[src/design/gped_pkg.sv]
// Shared types, register map decode and wake mask table for the GPIO edge-detect unit.
`default_nettype none
package gped_pkg;

  localparam logic [1:0] OP_READ  = 2'd0;
  localparam logic [1:0] OP_WRITE = 2'd1;
  localparam logic [1:0] OP_PIN   = 2'd2;

  localparam logic [3:0] K_NONE   = 4'd0;
  localparam logic [3:0] K_LEVEL  = 4'd1;
  localparam logic [3:0] K_SET    = 4'd2;
  localparam logic [3:0] K_CLEAR  = 4'd3;
  localparam logic [3:0] K_DIR    = 4'd4;
  localparam logic [3:0] K_RISE   = 4'd5;
  localparam logic [3:0] K_FALL   = 4'd6;
  localparam logic [3:0] K_STATUS = 4'd7;
  localparam logic [3:0] K_ALT_LO = 4'd8;
  localparam logic [3:0] K_ALT_HI = 4'd9;

  localparam logic [7:0] PIN_COUNT_RESET = 8'd128;

  typedef struct packed {
    logic [31:0] input_level;
    logic [31:0] output_level;
    logic [31:0] direction;
    logic [31:0] rise_enable;
    logic [31:0] fall_enable;
    logic [31:0] edge_status;
    logic [31:0] alt_lo;
    logic [31:0] alt_hi;
  } bank_row_t;

  typedef struct packed {
    logic [3:0] kind;
    logic [1:0] bank;
  } dec_t;

  typedef struct packed {
    logic [1:0]  opcode;
    logic [3:0]  kind;
    logic        ok;
    logic [1:0]  bank;
    logic [31:0] write_data;
    logic [4:0]  bit_idx;
    logic        pin_level;
    logic        cpu_halted;
  } req_t;

  typedef struct packed {
    logic [31:0] read_data;
    logic        wake_request;
    logic        level_read_pulse;
    logic [1:0]  drive_bank;
    logic [31:0] drive_level;
    logic [31:0] drive_changed;
    logic        bad_access;
  } rsp_t;

  function automatic dec_t decode_offset(input logic [8:0] off);
    dec_t d;
    d = '{kind: K_NONE, bank: 2'd0};
    unique case (off)
      9'h000: d = '{kind: K_LEVEL,  bank: 2'd0};
      9'h004: d = '{kind: K_LEVEL,  bank: 2'd1};
      9'h008: d = '{kind: K_LEVEL,  bank: 2'd2};
      9'h100: d = '{kind: K_LEVEL,  bank: 2'd3};
      9'h018: d = '{kind: K_SET,    bank: 2'd0};
      9'h01c: d = '{kind: K_SET,    bank: 2'd1};
      9'h020: d = '{kind: K_SET,    bank: 2'd2};
      9'h118: d = '{kind: K_SET,    bank: 2'd3};
      9'h024: d = '{kind: K_CLEAR,  bank: 2'd0};
      9'h028: d = '{kind: K_CLEAR,  bank: 2'd1};
      9'h02c: d = '{kind: K_CLEAR,  bank: 2'd2};
      9'h124: d = '{kind: K_CLEAR,  bank: 2'd3};
      9'h00c: d = '{kind: K_DIR,    bank: 2'd0};
      9'h010: d = '{kind: K_DIR,    bank: 2'd1};
      9'h014: d = '{kind: K_DIR,    bank: 2'd2};
      9'h10c: d = '{kind: K_DIR,    bank: 2'd3};
      9'h030: d = '{kind: K_RISE,   bank: 2'd0};
      9'h034: d = '{kind: K_RISE,   bank: 2'd1};
      9'h038: d = '{kind: K_RISE,   bank: 2'd2};
      9'h130: d = '{kind: K_RISE,   bank: 2'd3};
      9'h03c: d = '{kind: K_FALL,   bank: 2'd0};
      9'h040: d = '{kind: K_FALL,   bank: 2'd1};
      9'h044: d = '{kind: K_FALL,   bank: 2'd2};
      9'h13c: d = '{kind: K_FALL,   bank: 2'd3};
      9'h048: d = '{kind: K_STATUS, bank: 2'd0};
      9'h04c: d = '{kind: K_STATUS, bank: 2'd1};
      9'h050: d = '{kind: K_STATUS, bank: 2'd2};
      9'h148: d = '{kind: K_STATUS, bank: 2'd3};
      9'h054: d = '{kind: K_ALT_LO, bank: 2'd0};
      9'h05c: d = '{kind: K_ALT_LO, bank: 2'd1};
      9'h064: d = '{kind: K_ALT_LO, bank: 2'd2};
      9'h06c: d = '{kind: K_ALT_LO, bank: 2'd3};
      9'h058: d = '{kind: K_ALT_HI, bank: 2'd0};
      9'h060: d = '{kind: K_ALT_HI, bank: 2'd1};
      9'h068: d = '{kind: K_ALT_HI, bank: 2'd2};
      9'h070: d = '{kind: K_ALT_HI, bank: 2'd3};
      default: d = '{kind: K_NONE, bank: 2'd0};
    endcase
    return d;
  endfunction

  function automatic logic [31:0] wake_mask(input logic [1:0] bank);
    logic [31:0] m;
    unique case (bank)
      2'd0: m = 32'h8003fe1b;
      2'd1: m = 32'h002001fc;
      2'd2: m = 32'hec080000;
      2'd3: m = 32'h0012007f;
    endcase
    return m;
  endfunction

endpackage
`default_nettype wire

[src/design/gped_mem.sv]
// Per-bank state memory: one row per bank, registered read, per-row valid bits.
`default_nettype none
module gped_mem #(
  parameter int DEPTH = 4,
  parameter int IDX_W = 2
) (
  input  wire                        clk,
  input  wire                        rst_n,
  input  wire                        rd_en,
  input  wire  [IDX_W-1:0]           rd_idx,
  output gped_pkg::bank_row_t        rd_row,
  input  wire                        wr_en,
  input  wire  [IDX_W-1:0]           wr_idx,
  input  gped_pkg::bank_row_t        wr_row
);

  gped_pkg::bank_row_t mem [DEPTH];
  logic [DEPTH-1:0]    valid_r;
  gped_pkg::bank_row_t rd_row_r;

  always_ff @(posedge clk) begin
    if (wr_en) begin
      mem[wr_idx] <= wr_row;
    end
  end

  always_ff @(posedge clk) begin
    if (!rst_n) begin
      valid_r <= '0;
    end else if (wr_en) begin
      valid_r[wr_idx] <= 1'b1;
    end
  end

  // never-written rows read as their reset value of zero
  always_ff @(posedge clk) begin
    if (rd_en) begin
      rd_row_r <= valid_r[rd_idx] ? mem[rd_idx] : '0;
    end
  end

  assign rd_row = rd_row_r;

endmodule
`default_nettype wire

[src/design/gped_update.sv]
// Read-modify logic: applies one transaction to a bank row and forms the result.
`default_nettype none
module gped_update (
  input  gped_pkg::req_t      req,
  input  gped_pkg::bank_row_t row,
  output gped_pkg::bank_row_t row_nxt,
  output gped_pkg::rsp_t      rsp
);

  logic [31:0] m;
  logic [31:0] lv_old;
  logic [31:0] lv_new;

  always_comb begin
    m       = 32'd1 << req.bit_idx;
    row_nxt = row;
    rsp     = '0;
    unique case (req.opcode)
      gped_pkg::OP_READ: begin
        if (!req.ok) begin
          rsp.bad_access = 1'b1;
        end else begin
          unique case (req.kind)
            gped_pkg::K_LEVEL: begin
              rsp.read_data = (row.output_level & row.direction) |
                              (row.input_level & ~row.direction);
              rsp.level_read_pulse = 1'b1;
            end
            gped_pkg::K_DIR:    rsp.read_data = row.direction;
            gped_pkg::K_RISE:   rsp.read_data = row.rise_enable;
            gped_pkg::K_FALL:   rsp.read_data = row.fall_enable;
            gped_pkg::K_STATUS: rsp.read_data = row.edge_status;
            gped_pkg::K_ALT_LO: rsp.read_data = row.alt_lo;
            gped_pkg::K_ALT_HI: rsp.read_data = row.alt_hi;
            default:            rsp.bad_access = 1'b1;
          endcase
        end
      end
      gped_pkg::OP_WRITE: begin
        if (!req.ok) begin
          rsp.bad_access = 1'b1;
        end else begin
          unique case (req.kind)
            gped_pkg::K_SET:    row_nxt.output_level = row.output_level | req.write_data;
            gped_pkg::K_CLEAR:  row_nxt.output_level = row.output_level & ~req.write_data;
            gped_pkg::K_DIR:    row_nxt.direction    = req.write_data;
            gped_pkg::K_RISE:   row_nxt.rise_enable  = req.write_data;
            gped_pkg::K_FALL:   row_nxt.fall_enable  = req.write_data;
            gped_pkg::K_STATUS: row_nxt.edge_status  = row.edge_status & ~req.write_data;
            gped_pkg::K_ALT_LO: row_nxt.alt_lo       = req.write_data;
            gped_pkg::K_ALT_HI: row_nxt.alt_hi       = req.write_data;
            default:            rsp.bad_access       = 1'b1;
          endcase
        end
      end
      gped_pkg::OP_PIN: begin
        if (!req.ok) begin
          rsp.bad_access = 1'b1;
        end else begin
          if (req.pin_level) begin
            row_nxt.edge_status = row.edge_status |
              (row.rise_enable & m & ~row.input_level & ~row.direction);
            row_nxt.input_level = row.input_level | m;
          end else begin
            row_nxt.edge_status = row.edge_status |
              (row.fall_enable & m & row.input_level & ~row.direction);
            row_nxt.input_level = row.input_level & ~m;
          end
          rsp.wake_request = req.cpu_halted &
            (|(m & ~row.direction & gped_pkg::wake_mask(req.bank)));
        end
      end
      default: rsp.bad_access = 1'b1;
    endcase
    lv_old = row.output_level & row.direction;
    lv_new = row_nxt.output_level & row_nxt.direction;
    rsp.drive_bank    = req.bank;
    rsp.drive_level   = lv_new;
    rsp.drive_changed = lv_new ^ lv_old;
  end

endmodule
`default_nettype wire

[src/design/gpio_controller_edge_detect_unit.sv]
// Top level of the GPIO controller with edge-detect interrupts.
// Usage:
//   Input channel: drive in_* and raise start; a transaction is taken at a clock
//   edge where start is high and busy is low. Opcodes are bus read, bus write
//   and external pin level event.
//   Result channel: out_strobe marks the single cycle that carries the result;
//   the receiver cannot stall, so the result must be sampled in that cycle.
//   Configuration: cfg_we with cfg_wdata writes pin_count; write only while idle.
// Timing:
//   Cycle after acceptance: the bank row is read from the state memory
//   (registered read) and modified; the row is written back at the end of it.
//   out_strobe is high in the following cycle.
//   busy is high for the one read-modify-write cycle, so a new transaction is
//   not taken until that transaction has finished its read-modify-write.
// Reset (rst_n low, synchronous): all bank rows read as zero, pin_count is 128,
//   interrupt levels are low, no result is pending.
`default_nettype none
module gpio_controller_edge_detect_unit #(
  parameter int BANKS = 4
) (
  input  wire         clk,
  input  wire         rst_n,
  input  wire         start,
  output logic        busy,
  input  wire  [1:0]  in_opcode,
  input  wire  [8:0]  in_offset,
  input  wire  [31:0] in_write_data,
  input  wire  [6:0]  in_pin,
  input  wire         in_pin_level,
  input  wire         in_cpu_halted,
  input  wire         cfg_we,
  input  wire  [7:0]  cfg_wdata,
  output logic        out_strobe,
  output logic [31:0] out_read_data,
  output logic        out_irq_pin0,
  output logic        out_irq_pin1,
  output logic        out_irq_others,
  output logic        out_wake_request,
  output logic        out_level_read_pulse,
  output logic [1:0]  out_drive_bank,
  output logic [31:0] out_drive_level,
  output logic [31:0] out_drive_changed,
  output logic        out_bad_access
);

  localparam int IDX_W = (BANKS > 1) ? $clog2(BANKS) : 1;

  logic                busy_r;
  logic                strobe_r;
  logic [7:0]          pin_count_r;
  gped_pkg::req_t      req_r;
  gped_pkg::req_t      req_nxt;
  gped_pkg::dec_t      dec;
  logic                accept;
  logic                pin_ok;
  gped_pkg::bank_row_t rd_row;
  gped_pkg::bank_row_t row_nxt;
  gped_pkg::rsp_t      rsp;
  gped_pkg::rsp_t      rsp_r;
  logic [BANKS-1:0]    nz_r;
  logic [BANKS-1:0]    nz_nxt;
  logic [1:0]          st01_r;
  logic [1:0]          st01_nxt;
  logic                irq0_r;
  logic                irq1_r;
  logic                irqo_r;

  assign accept = start & ~busy_r;
  assign dec    = gped_pkg::decode_offset(in_offset);
  assign pin_ok = ({1'b0, in_pin} < pin_count_r) && ({30'd0, in_pin[6:5]} < 32'(BANKS));

  always_comb begin
    req_nxt            = '0;
    req_nxt.opcode     = in_opcode;
    req_nxt.kind       = dec.kind;
    req_nxt.write_data = in_write_data;
    req_nxt.bit_idx    = in_pin[4:0];
    req_nxt.pin_level  = in_pin_level;
    req_nxt.cpu_halted = in_cpu_halted;
    unique case (in_opcode)
      gped_pkg::OP_READ, gped_pkg::OP_WRITE: begin
        req_nxt.ok = (dec.kind != gped_pkg::K_NONE) && ({30'd0, dec.bank} < 32'(BANKS));
        req_nxt.bank = req_nxt.ok ? dec.bank : 2'd0;
      end
      gped_pkg::OP_PIN: begin
        req_nxt.ok   = pin_ok;
        req_nxt.bank = pin_ok ? in_pin[6:5] : 2'd0;
      end
      default: begin
        req_nxt.ok   = 1'b0;
        req_nxt.bank = 2'd0;
      end
    endcase
  end

  always_ff @(posedge clk) begin
    if (!rst_n) begin
      busy_r      <= 1'b0;
      strobe_r    <= 1'b0;
      pin_count_r <= gped_pkg::PIN_COUNT_RESET;
      nz_r        <= '0;
      st01_r      <= '0;
      irq0_r      <= 1'b0;
      irq1_r      <= 1'b0;
      irqo_r      <= 1'b0;
    end else begin
      busy_r   <= accept;
      strobe_r <= busy_r;
      if (cfg_we) begin
        pin_count_r <= cfg_wdata;
      end
      if (busy_r) begin
        nz_r   <= nz_nxt;
        st01_r <= st01_nxt;
        irq0_r <= st01_nxt[0];
        irq1_r <= st01_nxt[1];
        irqo_r <= |nz_nxt;
      end
    end
  end

  always_ff @(posedge clk) begin
    if (accept) begin
      req_r <= req_nxt;
    end
    if (busy_r) begin
      rsp_r <= rsp;
    end
  end

  // interrupt summary: bank 0 bits 0 and 1 kept apart, any-other-bit per bank
  always_comb begin
    nz_nxt   = nz_r;
    st01_nxt = st01_r;
    if (req_r.ok) begin
      if (req_r.bank == 2'd0) begin
        st01_nxt  = row_nxt.edge_status[1:0];
        nz_nxt[0] = |row_nxt.edge_status[31:2];
      end else begin
        nz_nxt[req_r.bank[IDX_W-1:0]] = |row_nxt.edge_status;
      end
    end
  end

  gped_mem #(
    .DEPTH (BANKS),
    .IDX_W (IDX_W)
  ) u_mem (
    .clk    (clk),
    .rst_n  (rst_n),
    .rd_en  (accept),
    .rd_idx (req_nxt.bank[IDX_W-1:0]),
    .rd_row (rd_row),
    .wr_en  (busy_r & req_r.ok),
    .wr_idx (req_r.bank[IDX_W-1:0]),
    .wr_row (row_nxt)
  );

  gped_update u_update (
    .req     (req_r),
    .row     (rd_row),
    .row_nxt (row_nxt),
    .rsp     (rsp)
  );

  assign busy                 = busy_r;
  assign out_strobe           = strobe_r;
  assign out_read_data        = rsp_r.read_data;
  assign out_irq_pin0         = irq0_r;
  assign out_irq_pin1         = irq1_r;
  assign out_irq_others       = irqo_r;
  assign out_wake_request     = rsp_r.wake_request;
  assign out_level_read_pulse = rsp_r.level_read_pulse;
  assign out_drive_bank       = rsp_r.drive_bank;
  assign out_drive_level      = rsp_r.drive_level;
  assign out_drive_changed    = rsp_r.drive_changed;
  assign out_bad_access       = rsp_r.bad_access;

endmodule
`default_nettype wire

[config.mk]
export PLATFORM = sky130hd
export DESIGN_NAME = gpio_controller_edge_detect_unit
export DESIGN_NICKNAME = d
export VERILOG_FILES = /design/src/design/gped_pkg.sv /design/src/design/gped_mem.sv /design/src/design/gped_update.sv /design/src/design/gpio_controller_edge_detect_unit.sv
export SDC_FILE = /design/constraint.sdc
export NUM_CORES = 2
export LEC_CHECK = 0
export ABC_AREA = 1
export BUFFER_PORTS_ARGS = -buffer_cell sky130_fd_sc_hd__buf_4
export CORE_ASPECT_RATIO = 1.2
export CORE_MARGIN = 5
export CORE_UTILIZATION = 46
export DETAILED_ROUTE_END_ITERATION = 16
export GPL_TIMING_DRIVEN = 0
export MAX_ROUTING_LAYER = met4
export PLACE_DENSITY_LB_ADDON = 0.2
export SYNTH_ARGS = -nofsm -noshare
export SYNTH_HDL_FRONTEND = slang
export SYNTH_SLANG_ARGS = --single-unit
[constraint.sdc]
create_clock -name clk -period 18.6 [get_ports clk]
set_input_delay 2.79 -clock clk [delete_from_list [all_inputs] [get_ports clk]]
set_output_delay 2.79 -clock clk [all_outputs]
set_load 0.05 [all_outputs]
==> metrics.yaml <==
gp_congestion: 1.11
cts_resized: 0
muxShareOfSynthArea_pct: 0.0310
slew_violations: 11
period_minus_slack_ps: 6750
path_cells: "buf_4 -> ha_1 -> o21ai_0 -> nand2_1 -> nand3_1 -> a21oi_1 -> nor2_1 -> nand3_1 -> clkbuf_1 -> clkbuf_1 -> clkbuf_1 -> nand3_1 -> nand2_1 -> nand2_1 -> nand2_1 -> nand2_1 -> inv_2"
rows: 150
route.detailed.drc: 0
start_kind: "input pin"
synth_area_per_cell_um2: 10.0
worst_pin_slew_ps: 1590
synthTopCellsByCount: "nand2_1 (2664), edfxtp_1 (1429), nand3_1 (612)"
nFillCells: 12406
synthSimpleGateAreaFrac_pct: 21.7
synth_enable_flop_cells: 1429
rr_endpoint: "out_drive_changed[28]"
cts_max_level: 4
ff2ff_path_depth: 9
viasPerCell: 5.72
synth_xor_area_share_pct: 0.435
yosysSeqAreaShare_pct: 67.2
placed_area_um2: 69300
yosysWarnings: 0
cts_root_buffer: "clkbuf_16"
crit_type: "input pin to register"
grt_max_degree: 55
drive_above_1_share_pct: 11.4
powerDensity_nw_per_um2: 101
syn_area_um2: 64500
power.leakage_nw: 30.6
avgRoutedWirePerCell_um: 30.7
yosysTopAreaCell: "edfxtp_1"
synthesis.nets: 6514
cts_hold_buf: 0
hold_class: "register to register"
clk_latency_ps: 840
yosys.area.top_type_share_pct: 66.5
routed_wl_mm: 270
crit_arrival_ps: 7450
yosysMostFrequentCell: "nand2_1"
clockBufferDepth: 3
setup_viol: 0
fmax_mhz: 148
antenna_found_initial: 30
cp_common_cell: "nand2_1"
min_from: "pin_count_r[0]"
die_area_um2: 148000
grt_pass1_vias: 46933
final_cells: 8806
fin_util_pct: 53.3
post-place-cells: 8485
numPortBuffers: 168
area_delta_synth_final_pct: 15.1
firstDrtPassIters: 14
skew_ps: 47.3
cts_buffers: 151
ys.flop_type: "edfxtp_1"
critPathTopFamily: "buffers and inverters"
start_util_pct: 46.3
grt_pass1_wl_mm: 367
finalCritPeriodShare_pct: 36.3
syn_inst: 6436
pin_count: 170
drtAntennaViolNets: 0
path_max_fanout: 10
cts_tree: "built"
grt-ovfl-total: 0
crit_required_ps: 19300
fp.dieH_um: 420
synthAdderAreaFrac_pct: 0.272
slowest_stage: "clkbuf_1"
place_hpwl_mm: 205
outcome: "finished with violations"
postCtsSetupBuffers: 0
ys_ff_latch: 1450
rsz0062_at_grt: "false"
hold_viol: 0
yosysUniqueCellTypes: 44
min_to: "pin_count_r[0]"
cp_num_buf_inv: 5
end_kind: "register"
clkTransAtPathRegs_ps: 60
synth_compound_gate_area_share_pct: 4.63
fin_area_um2: 74200
hold_path_depth: 2
violations: "max-capacitance violations, max-slew violations"
async_reset_ff_share_pct: 0
holdWs_ps: 464
rrSetupSlack_ps: 13480
slew_headroom_pct: -6.12
peakVddDrop_mv: 0.0887
clock_sinks: 1450
cp_slowest_stage_delay_ps: 1040
grt_util_all_layers_pct: 37.3
nets: 6895
design.core.area_um2: 139000
num_vias: 50380
r2r_start: "req_r[47]"
synth.top_cells.by_area: "edfxtp_1 (67%), nand2_1 (16%), nand3_1 (4.8%), o21ai_0 (2.2%), inv_1 (1.9%)"
die_w_um: 352
drv_cap: 1
synth_top_family_by_area: "simple AND/OR/NAND/NOR gates"
dr.first_iter.drc_count: 7004
power_mw: 7.47
-- where the power goes --
| group | switching (mW) | internal [mW] |
|---|---|---|
| clock | 1.31 | 1.67 |
| combinational | 0.529 | 0.162 |
| sequential | 0.102 | 3.70 |
-- how the worst max path moves through the flow --
stage | startpoint | end | slack, ps | cells past startpoint
3_3_place_gp | busy | u_mem.mem[3][193] | -8000 | 2
3_5_place_dp | in_pin[1] | u_mem.rd_row[187] | 11230 | 17
2_1_floorplan | start | req_r[0] | 2030 | 2
4_1_cts | in_pin[1] | u_mem.rd_row[187] | 12100 | 17
5_1_grt | in_pin[1] | u_mem.rd_row[192] | 11950 | 17
6_report | in_pin[1] | u_mem.rd_row[187] | 11850 | 17
-- cell type report --
class / instances / area, um^2 / share of cell area (%)
flip-flops and latches: 1450 / 43300 / 58.4
multi-input cells: 4054 / 17500 / 23.5
clock buffers: 194 / 3990 / 5.38
clock inverters: 84 / 812 / 1.09
well taps: 1824 / 2280 / 3.08
repair buffers: 228 / 2500 / 3.37
plain buffers: 359 / 1580 / 2.12
diodes: 40 / 100 / 0.135
inverters: 573 / 2150 / 2.90
-- layer usage --
layer / up-vias / GRT usage, % / share of wire, % / routed length (um)
li1: 22306 / - / - / -
met1: 24574 / 45.8 / 38 / 103000
met2: 2848 / 57.8 / 46 / 125000
met3: 652 / 8.61 / 9.2 / 24700
met4: 0 / 19.9 / 6.5 / 17500
met5: - / - / 0 / 0
-- registers in the layout (all words and copies together) (netlist names) --
register              count
out_level_read_pulse      1
u_mem.mem              1024
u_mem.rd_row            256
req_r                    48
busy                      1
out_drive_changed        32
nz_r                      4
pin_count_r               8
out_drive_bank            2
out_wake_request          1
out_bad_access            1
out_read_data            32
out_drive_level          32
st01_r                    2
out_irq_others            1
out_strobe                1
u_mem.valid_r             4
-- metrics by stage --
stage / setup WS, ps / setup TNS [ps]
2_1_floorplan: 2030 / 0
3_3_place_gp: -8000 / -9465480
3_5_place_dp: 11230 / 0
4_1_cts: 12100 / 0
5_1_grt: 11950 / 0
6_report: 11850 / 0
-- layout by cell type (no fill, tap or decap), types with 93 or more instances in the layout --
cell type	n
a21oi_1	93
buf_4	207
clkbuf_1	260
clkbuf_16	153
edfxtp_1	1429
inv_1	334
inv_2	233
nand2_1	2664
nand3_1	612
nor2_1	146
o21ai_0	281
-- cells by family (layout without fill, tap and decap cells) --
family | Yosys count | after routing
AO/OA/AOI/OAI | 525 | 525
XOR/XNOR | 32 | 32
adder cells (fa/ha/maj) | 14 | 14
buffers and inverters | 932 | 1438
flip-flops | 1450 | 1450
multiplexers | 2 | 2
other | 0 | 40
AND/OR/NAND/NOR | 3481 | 3481
-- worst reg2reg max path, stage by stage, from the launching register on --
cell and delay (ps):
edfxtp_1 430, inv_1 100, ha_1 140, clkbuf_1 280, clkbuf_1 490, buf_1 560, nand3_1 1240, o21ai_0 1220
nand2_1 200, xor2_1 190
No activity file was read; power rests on OpenSTA's default activity.
